`src/design/ldos_pkg.sv`:
```
// Types and constants of the Lorentzian density of states accumulator.
package ldos_pkg;

  localparam int EnergyW  = 32;
  localparam int WidthW   = 31;
  localparam int ScaleW   = 40;
  localparam int DensityW = 63;
  localparam int SumW     = 63;
  localparam int DenW     = 65;
  localparam int QuoW     = 51;
  localparam int ProdW    = 64;
  localparam int AccW     = SumW + ScaleW;
  localparam int CfgDataW = 40;
  localparam int CfgIdxW  = 2;

  // One quotient bit per step; the term never exceeds 2^50.
  localparam int DivSteps = QuoW;
  localparam int DivCntW  = $clog2(DivSteps);

  localparam logic [EnergyW-1:0] EnergyReset = 32'd0;
  localparam logic [WidthW-1:0]  WidthReset  = 31'd671;
  localparam logic [ScaleW-1:0]  ScaleReset  = 40'd1093710;

  typedef enum logic [CfgIdxW-1:0] {
    REG_ENERGY     = 2'd0,
    REG_BROADENING = 2'd1,
    REG_SCALE      = 2'd2
  } reg_index_t;

  // Operand pairs of the shared 32x32 multiplier.
  typedef enum logic [2:0] {
    MUL_MAG_SQ,
    MUL_WIDTH_SQ,
    MUL_P00,
    MUL_P01,
    MUL_P10,
    MUL_P11
  } mul_sel_t;

  // How the product register enters the final-product accumulator.
  typedef enum logic [1:0] {
    ACC_HOLD,
    ACC_LOAD,
    ACC_ADD32,
    ACC_ADD64
  } acc_op_t;

  typedef struct packed {
    logic     capture;
    mul_sel_t mul_sel;
    logic     save_sq;
    logic     load_den;
    logic     div_step;
    logic     div_first;
    logic     add_term;
    acc_op_t  acc_op;
    logic     load_out;
  } ldos_cmd_t;

  typedef struct packed {
    logic last;
    logic out_busy;
  } ldos_status_t;

endpackage

```
`src/design/ldos_if.sv`:
```
// Stream interfaces: eigenvalue items in, density results out.
interface ldos_in_if;
  import ldos_pkg::*;

  logic                       valid;
  logic                       ready;
  logic signed [EnergyW-1:0]  eigenvalue;
  logic                       half_weight;
  logic                       last;

  modport source (output valid, eigenvalue, half_weight, last, input ready);
  modport sink   (input valid, eigenvalue, half_weight, last, output ready);
endinterface

interface ldos_out_if;
  import ldos_pkg::*;

  logic                 valid;
  logic                 ready;
  logic [DensityW-1:0]  density;
  logic                 saturated;

  modport source (output valid, density, saturated, input ready);
  modport sink   (input valid, density, saturated, output ready);
endinterface

```
`src/design/lorentzian_dos_accumulator.sv`:
```
// Top level of the Lorentzian-broadened density of states accumulator.
//
//   port     | dir | payload                         | transaction
//   ---------+-----+---------------------------------+--------------------------
//   items    | in  | eigenvalue, half_weight, last   | valid && ready
//   results  | out | density, saturated              | valid && ready
//   wr_*     | in  | wr_index, wr_data               | wr_en high at clock edge
//
// An item passes through capture, the two squares on the shared 32x32 multiplier, the
// denominator, the restoring divider and accumulation.
// An item with last then forms the four partial products and loads the output register.
// Reset (rst, synchronous) restores the register defaults and clears the sum.
// A result held in the output register does not block new items; only the next
// result waits for that register to empty.
module lorentzian_dos_accumulator (
  input  logic                          clk,
  input  logic                          rst,
  ldos_in_if.sink                       items,
  ldos_out_if.source                    results,
  input  logic                          wr_en,
  input  ldos_pkg::reg_index_t          wr_index,
  input  logic [ldos_pkg::CfgDataW-1:0] wr_data
);
  import ldos_pkg::*;

  ldos_cmd_t    cmd;
  ldos_status_t status;

  ldos_ctrl u_ctrl (
    .clk      (clk),
    .rst      (rst),
    .in_valid (items.valid),
    .in_ready (items.ready),
    .status   (status),
    .cmd      (cmd)
  );

  ldos_datapath u_datapath (
    .clk            (clk),
    .rst            (rst),
    .wr_en          (wr_en),
    .wr_index       (wr_index),
    .wr_data        (wr_data),
    .in_eigenvalue  (items.eigenvalue),
    .in_half_weight (items.half_weight),
    .in_last        (items.last),
    .out_ready      (results.ready),
    .out_valid      (results.valid),
    .out_density    (results.density),
    .out_saturated  (results.saturated),
    .cmd            (cmd),
    .status         (status)
  );

endmodule

```
`src/design/ldos_datapath.sv`:
```
// Datapath: config registers, shared multiplier, restoring divider, accumulator, output register.
module ldos_datapath (
  input  logic                              clk,
  input  logic                              rst,
  input  logic                              wr_en,
  input  ldos_pkg::reg_index_t              wr_index,
  input  logic [ldos_pkg::CfgDataW-1:0]     wr_data,
  input  logic signed [ldos_pkg::EnergyW-1:0] in_eigenvalue,
  input  logic                              in_half_weight,
  input  logic                              in_last,
  input  logic                              out_ready,
  output logic                              out_valid,
  output logic [ldos_pkg::DensityW-1:0]     out_density,
  output logic                              out_saturated,
  input  ldos_pkg::ldos_cmd_t               cmd,
  output ldos_pkg::ldos_status_t            status
);
  import ldos_pkg::*;

  logic [EnergyW-1:0] energy;
  logic [WidthW-1:0]  broadening;
  logic [ScaleW-1:0]  scale;

  logic [EnergyW-1:0] mag;
  logic               half;
  logic               last;

  logic [31:0]        op_a;
  logic [31:0]        op_b;
  logic [ProdW-1:0]   prod;
  logic [ProdW-1:0]   mag_sq;

  logic [DenW-1:0]    den;
  logic [DenW-1:0]    rem;
  logic [QuoW-1:0]    quo;

  logic [SumW-1:0]    term_sum;
  logic               overflow_seen;
  logic [AccW-1:0]    acc;

  logic [EnergyW:0]   diff;
  logic [EnergyW:0]   diff_abs;
  logic [DenW:0]      trial;
  logic [DenW:0]      trial_sub;
  logic               q_bit;
  logic [QuoW-1:0]    term;
  logic [SumW:0]      sum_next;

  // Configuration writes; an index beyond the list is ignored.
  always_ff @(posedge clk) begin
    if (rst) begin
      energy     <= EnergyReset;
      broadening <= WidthReset;
      scale      <= ScaleReset;
    end else if (wr_en) begin
      unique case (wr_index)
        REG_ENERGY:     energy     <= wr_data[EnergyW-1:0];
        REG_BROADENING: broadening <= wr_data[WidthW-1:0];
        REG_SCALE:      scale      <= wr_data[ScaleW-1:0];
        default: ;
      endcase
    end
  end

  assign diff     = {energy[EnergyW-1], energy} - {in_eigenvalue[EnergyW-1], in_eigenvalue};
  assign diff_abs = diff[EnergyW] ? (~diff + 1'b1) : diff;

  always_ff @(posedge clk) begin
    if (cmd.capture) begin
      mag  <= diff_abs[EnergyW-1:0];
      half <= in_half_weight;
      last <= in_last;
    end
  end

  always_comb begin
    unique case (cmd.mul_sel)
      MUL_MAG_SQ: begin
        op_a = mag;
        op_b = mag;
      end
      MUL_WIDTH_SQ: begin
        op_a = {1'b0, broadening};
        op_b = {1'b0, broadening};
      end
      MUL_P00: begin
        op_a = term_sum[31:0];
        op_b = scale[31:0];
      end
      MUL_P01: begin
        op_a = term_sum[31:0];
        op_b = {24'd0, scale[ScaleW-1:32]};
      end
      MUL_P10: begin
        op_a = {1'b0, term_sum[SumW-1:32]};
        op_b = scale[31:0];
      end
      MUL_P11: begin
        op_a = {1'b0, term_sum[SumW-1:32]};
        op_b = {24'd0, scale[ScaleW-1:32]};
      end
      default: begin
        op_a = '0;
        op_b = '0;
      end
    endcase
  end

  always_ff @(posedge clk) begin
    prod <= op_a * op_b;
    if (cmd.save_sq) begin
      mag_sq <= prod;
    end
  end

  // Dividend is broadening * 2^50; start from its bits above the quotient field.
  assign trial     = {rem, cmd.div_first ? broadening[0] : 1'b0};
  assign trial_sub = trial - {1'b0, den};
  assign q_bit     = !trial_sub[DenW];

  always_ff @(posedge clk) begin
    if (cmd.load_den) begin
      den <= {1'b0, mag_sq} + {1'b0, prod};
      rem <= {{(DenW-WidthW+1){1'b0}}, broadening[WidthW-1:1]};
    end else if (cmd.div_step) begin
      rem <= q_bit ? trial_sub[DenW-1:0] : trial[DenW-1:0];
      quo <= {quo[QuoW-2:0], q_bit};
    end
  end

  // Zero broadening gives a zero term, also for a zero denominator.
  always_comb begin
    term = (broadening == '0) ? '0 : quo;
    if (half) begin
      term = term >> 1;
    end
  end
  assign sum_next = {1'b0, term_sum} + {{(SumW+1-QuoW){1'b0}}, term};

  // Product term_sum * scale is below 2^103, so the accumulator cannot overflow; only the term sum saturates.
  always_ff @(posedge clk) begin
    unique case (cmd.acc_op)
      ACC_HOLD:  acc <= acc;
      ACC_LOAD:  acc <= {{(AccW-ProdW){1'b0}}, prod};
      ACC_ADD32: acc <= acc + {{(AccW-ProdW-32){1'b0}}, prod, 32'd0};
      ACC_ADD64: acc <= acc + {prod[AccW-65:0], 64'd0};
      default:   acc <= acc;
    endcase
  end

  always_ff @(posedge clk) begin
    if (rst) begin
      term_sum      <= '0;
      overflow_seen <= 1'b0;
    end else if (cmd.load_out) begin
      term_sum      <= '0;
      overflow_seen <= 1'b0;
    end else if (cmd.add_term) begin
      if (sum_next[SumW]) begin
        term_sum      <= '1;
        overflow_seen <= 1'b1;
      end else begin
        term_sum <= sum_next[SumW-1:0];
      end
    end
  end

  always_ff @(posedge clk) begin
    if (rst) begin
      out_valid <= 1'b0;
    end else if (cmd.load_out) begin
      out_valid <= 1'b1;
    end else if (out_ready) begin
      out_valid <= 1'b0;
    end
  end

  always_ff @(posedge clk) begin
    if (cmd.load_out) begin
      out_density   <= acc[AccW-1:ScaleW];
      out_saturated <= overflow_seen;
    end
  end

  assign status.last     = last;
  assign status.out_busy = out_valid && !out_ready;

endmodule

```
`src/design/ldos_ctrl.sv`:
```
// Controller: sequences capture, squares, division, accumulation and the final product.
module ldos_ctrl (
  input  logic                   clk,
  input  logic                   rst,
  input  logic                   in_valid,
  output logic                   in_ready,
  input  ldos_pkg::ldos_status_t status,
  output ldos_pkg::ldos_cmd_t    cmd
);
  import ldos_pkg::*;

  typedef enum logic [3:0] {
    S_IDLE,
    S_SQ_MAG,
    S_SQ_WIDTH,
    S_DEN,
    S_DIV,
    S_TERM,
    S_MUL0,
    S_MUL1,
    S_MUL2,
    S_MUL3,
    S_MFIN,
    S_OUT
  } state_t;

  state_t             state;
  logic [DivCntW-1:0] cnt;

  always_ff @(posedge clk) begin
    if (rst) begin
      state    <= S_IDLE;
      in_ready <= 1'b1;
      cnt      <= '0;
    end else begin
      unique case (state)
        S_IDLE: begin
          if (in_valid) begin
            state    <= S_SQ_MAG;
            in_ready <= 1'b0;
          end
        end
        S_SQ_MAG:   state <= S_SQ_WIDTH;
        S_SQ_WIDTH: state <= S_DEN;
        S_DEN: begin
          state <= S_DIV;
          cnt   <= '0;
        end
        S_DIV: begin
          if (cnt == DivCntW'(DivSteps - 1)) begin
            state <= S_TERM;
          end else begin
            cnt <= cnt + 1'b1;
          end
        end
        S_TERM: begin
          if (status.last) begin
            state <= S_MUL0;
          end else begin
            state    <= S_IDLE;
            in_ready <= 1'b1;
          end
        end
        S_MUL0: state <= S_MUL1;
        S_MUL1: state <= S_MUL2;
        S_MUL2: state <= S_MUL3;
        S_MUL3: state <= S_MFIN;
        S_MFIN: state <= S_OUT;
        S_OUT: begin
          if (!status.out_busy) begin
            state    <= S_IDLE;
            in_ready <= 1'b1;
          end
        end
        default: state <= S_IDLE;
      endcase
    end
  end

  always_comb begin
    cmd           = '0;
    cmd.mul_sel   = MUL_MAG_SQ;
    cmd.acc_op    = ACC_HOLD;
    cmd.capture   = (state == S_IDLE) && in_valid;
    cmd.div_first = (cnt == '0);
    unique case (state)
      S_SQ_MAG:   cmd.mul_sel = MUL_MAG_SQ;
      S_SQ_WIDTH: begin
        cmd.mul_sel = MUL_WIDTH_SQ;
        cmd.save_sq = 1'b1;
      end
      S_DEN:  cmd.load_den = 1'b1;
      S_DIV:  cmd.div_step = 1'b1;
      S_TERM: cmd.add_term = 1'b1;
      S_MUL0: cmd.mul_sel  = MUL_P00;
      S_MUL1: begin
        cmd.mul_sel = MUL_P01;
        cmd.acc_op  = ACC_LOAD;
      end
      S_MUL2: begin
        cmd.mul_sel = MUL_P10;
        cmd.acc_op  = ACC_ADD32;
      end
      S_MUL3: begin
        cmd.mul_sel = MUL_P11;
        cmd.acc_op  = ACC_ADD32;
      end
      S_MFIN: cmd.acc_op   = ACC_ADD64;
      S_OUT:  cmd.load_out = !status.out_busy;
      default: ;
    endcase
  end

endmodule

```
`src/flat_wrapper.sv`:
```
// flat-port wrapper written by rule: the top's interface ports become plain ports
module lorentzian_dos_accumulator_flat import ldos_pkg::*;
  (clk, rst, wr_en, wr_index, wr_data, items_valid, items_eigenvalue, items_half_weight, items_last, items_ready, results_valid, results_density, results_saturated, results_ready);
  ldos_in_if items_i ();
  ldos_out_if results_i ();
  input  logic clk;
  input  logic rst;
  input  logic wr_en;
  input  ldos_pkg::reg_index_t wr_index;
  input  logic [ldos_pkg::CfgDataW-1:0] wr_data;
  input wire logic [$bits(items_i.valid)-1:0] items_valid;
  input wire logic [$bits(items_i.eigenvalue)-1:0] items_eigenvalue;
  input wire logic [$bits(items_i.half_weight)-1:0] items_half_weight;
  input wire logic [$bits(items_i.last)-1:0] items_last;
  output wire logic [$bits(items_i.ready)-1:0] items_ready;
  output wire logic [$bits(results_i.valid)-1:0] results_valid;
  output wire logic [$bits(results_i.density)-1:0] results_density;
  output wire logic [$bits(results_i.saturated)-1:0] results_saturated;
  input wire logic [$bits(results_i.ready)-1:0] results_ready;
  assign items_i.valid = items_valid;
  assign items_i.eigenvalue = items_eigenvalue;
  assign items_i.half_weight = items_half_weight;
  assign items_i.last = items_last;
  assign items_ready = items_i.ready;
  assign results_valid = results_i.valid;
  assign results_density = results_i.density;
  assign results_saturated = results_i.saturated;
  assign results_i.ready = results_ready;
  lorentzian_dos_accumulator u_core (.clk(clk), .rst(rst), .items(items_i), .results(results_i), .wr_en(wr_en), .wr_index(wr_index), .wr_data(wr_data));
endmodule
```
`config.mk`:
```
export PLATFORM = sky130hd
export DESIGN_NAME = lorentzian_dos_accumulator_flat
export DESIGN_NICKNAME = d
export VERILOG_FILES = /design/src/design/ldos_pkg.sv /design/src/design/ldos_if.sv /design/src/design/lorentzian_dos_accumulator.sv /design/src/design/ldos_datapath.sv /design/src/design/ldos_ctrl.sv /design/src/flat_wrapper.sv
export SDC_FILE = /design/constraint.sdc
export NUM_CORES = 2
export LEC_CHECK = 0
export BUFFER_PORTS_ARGS = -buffer_cell sky130_fd_sc_hd__buf_2
export CAP_MARGIN = 20
export CORE_UTILIZATION = 43
export DETAILED_ROUTE_END_ITERATION = 7
export PLACE_DENSITY = 0.57
export REMOVE_ABC_BUFFERS = 1
export SYNTH_ARGS = -nofsm -noshare
export SYNTH_HDL_FRONTEND = slang
export SYNTH_SLANG_ARGS = --single-unit
```
`constraint.sdc`:
```
create_clock -name clk -period 21 [get_ports clk]
set_input_delay 0 -clock clk [delete_from_list [all_inputs] [get_ports clk]]
set_output_delay 0 -clock clk [all_outputs]
set_load 0.005 [all_outputs]
```
==> impl_metrics.yaml <==
placement:
  io_buffers: 146
  place_inst: 10300
  hpwlAfterDp_mm: 199
  gp_congestion: 0.979
  placed_area_um2: 77200
route:
  via_per_inst: 5.75
  drt_iter0_markers: 4845
  routed_wl_mm: 256
  drc: 0
  wire_per_inst_um: 24.3
  routed-via-count: 60600
  drt_pass1_iterations: 7
  postRouteAntennaNets: 0
timing:
  fin_crit_ns: 11.66
  finalCritPeriodShare_pct: 55.5
  slew_headroom_pct: 30.6
  worst_pin_slew_ns: 1.04
  max_freq_mhz: 85.8
  setup_viol: 0
  rsz0062_at_grt: "false"
  fin_skew_ns: 0.0424
  slew_violations: 0
  hold_viol: 0
synthesis:
  synth.cell_area_um2: 73800
  synth_top_area_cell: "fa_1"
  synth_seq_cells: 657
  synth-main-ff-cell: "edfxtp_1"
  syn_area_per_cell_um2: 8.97
  synth_top_area_share_pct: 24.5
  async_reset_ff_share_pct: 0
  syn_inst: 8226
  yosys.cell_types.count: 91
  seq_area_frac_synth_pct: 23.0
  yosysMostFrequentCell: "inv_1"
  yosysWarnings: 0
  synth_edf_count: 379
  synthTopCellsByArea: "fa_1 (24%), edfxtp_1 (15%), ha_1 (9.9%)"
  ys_top_cells_by_count: "inv_1 (1049), nand2_1 (994), fa_1 (902)"
status:
  status: "completed"
die:
  start_util_pct: 43.5
  fp-row-count: 151
  coreArea_um2: 170000
  io_pins: 147
  die-width_um: 416
  die_area_um2: 173000
  die_h_um: 416
finish:
  fin_area_um2: 80500
  instances_no_fill: 10500
  syn_to_final_growth_pct: 9.11
  drive_above_1_share_pct: 6.21
  layout.nets: 9821
  utilization_pct: 47.4
worst_setup_path:
  slowest_stage: "a21o_1"
  cp_max_fo: 67
  cp_data_required_time_ns: 21.64
  arrival_ns: 12.30
  r2r_slack_ns: 9.34
  start_kind: "flip-flop"
  endpoint_kind: "flip-flop"
  crit_top_cell: "fa_1"
  crit_type: "flip-flop to flip-flop"
  cp_slowest_stage_delay_ns: 0.76
global_route:
  antenna_found_initial: 8
  track_usage_pct: 29.5
  overflow: 0
  grt_max_degree: 98
  grt_pass1_wl_mm: 386
  first_global_vias: 61600
job:
  maxCapViolCount: 0
clock_network:
  cts-root-buf: "clkbuf_16"
  clk_path_buf_depth: 3
  clock-sinks: 657
  htree_num_levels: 3
  cts_tree: "yes"
  clk_pin_slew_ns: 0.06
  cts_buffers: 81
  clock_latency_ns: 0.72
  post_cts_buffers: 0
worst_hold_path:
  hp-class: "input pin to flip-flop"
flip-flops by register name, indices dropped and copies added, names as in the netlist:
register / cells
u_core.u_datapath.out_density: 63
u_core.u_datapath.den: 65
u_core.u_datapath.prod: 64
u_core.u_datapath.overflow_seen: 1
u_core.u_datapath.quo: 51
u_core.u_datapath.term_sum: 63
u_core.u_datapath.broadening: 31
u_core.u_datapath.half: 1
u_core.u_datapath.rem: 65
u_core.u_ctrl.state: 4
u_core.u_datapath.mag: 32
u_core.u_ctrl.cnt: 6
u_core.u_datapath.last: 1
u_core.u_datapath.energy: 32
u_core.u_datapath.out_saturated: 1
u_core.u_ctrl.in_ready: 1
u_core.u_datapath.acc: 71
u_core.u_datapath.scale: 40
u_core.u_datapath.out_valid: 1
u_core.u_datapath.mag_sq: 64
per-layer routing:
layer  global-route usage [%]  part of all wire, %
met1                     38.3                   41
met2                     47.9                   46
met3                     4.67                  7.3
met4                     14.1                  5.4
met5                        0                0.013
logic make-up (layout without fill, tap and decap cells):
family	Yosys count	in the layout	share of synthesized area, %
AOI/OAI and AO/OA	1745	1745	15.2
buffers and inverters	1451	1547	7.38
and+or+nand+nor	2384	2384	13.9
muxes	120	120	1.63
xor gates and xnor gates	383	383	4.54
DFF	657	657	23.0
other	0	1	0
adders and majority gates	1486	1486	34.4
path summary, 6_finish.rpt:
check                                                    start                                   endpoint  cells after the start
setup / recovery           u_core.u_ctrl.state[2]$_SDFFE_PP0P_         u_core.u_datapath.prod[63]$_DFF_P_                     34
setup reg to reg           u_core.u_ctrl.state[2]$_SDFFE_PP0P_         u_core.u_datapath.prod[63]$_DFF_P_                     34
hold reg to reg   u_core.u_datapath.overflow_seen$_SDFFE_PP0P_  u_core.u_datapath.out_saturated$_DFFE_PP_                      0
hold / removal                            items_eigenvalue[24]        u_core.u_datapath.mag[24]$_DFFE_PP_                      5
layout by cell type, fill, tap and decap left out, drive strengths merged, types with 69 or more instances in the layout:
cell and n:
a21o 267, a21oi 518, a31oi 88, buf 277, clkbuf 104, dfxtp 278, dlygate4sd3 69, edfxtp 379
fa 902, ha 584, inv 1063, mux2i 118, nand2 994, nand3 74, nand4 76, nor2 855
o21ai 366, xnor2 236, xor2 147
area by class of cell:
type	instances	area, um^2
Antenna cell	1	2.50
Multi-Input combinational cell	6118	51800
Inverter	1050	3940
Tap cell	2218	2780
Fill cell	16200	89300
Clock buffer	104	2160
Clock inverter	47	438
Timing Repair Buffer	346	2430
Sequential cell	657	16900
repair_timing:
| action | 4_1_cts | 5_1_grt |
|---|---|---|
| hold buffers | 69 | 0 |
| gates resized for setup | 0 | 0 |
| endpoints found under the hold margin | 116 | 0 |
stage by stage:
| step | worst slack, ns | setup TNS (ns) | hold WS, ns |
|---|---|---|---|
| floorplan | -2.38 | -71.86 | 0.0691 |
| global placement | 9.36 | 0 | 0.210 |
| detailed placement | 9.39 | 0 | 0.211 |
| CTS | 9.41 | 0 | 0.00868 |
| global route | 8.66 | 0 | 0.0793 |
| finish | 9.34 | 0 | 0.0830 |
worst max-delay path, delay by kind of cell, from the launching register on:
| kind | cells | cell delay [ns] |
|---|---|---|
| adders and majority gates | 9 | 4.23 |
| AOI/OAI and AO/OA | 10 | 2.93 |
| and+or+nand+nor | 7 | 2.26 |
| buffers and inverters | 7 | 1.48 |
| DFF | 1 | 0.53 |
| xor gates and xnor gates | 1 | 0.13 |
Power is left out: the tool's default activity adds up to more than one toggle a clock period on the data nets, which glitch-free logic cannot reach.
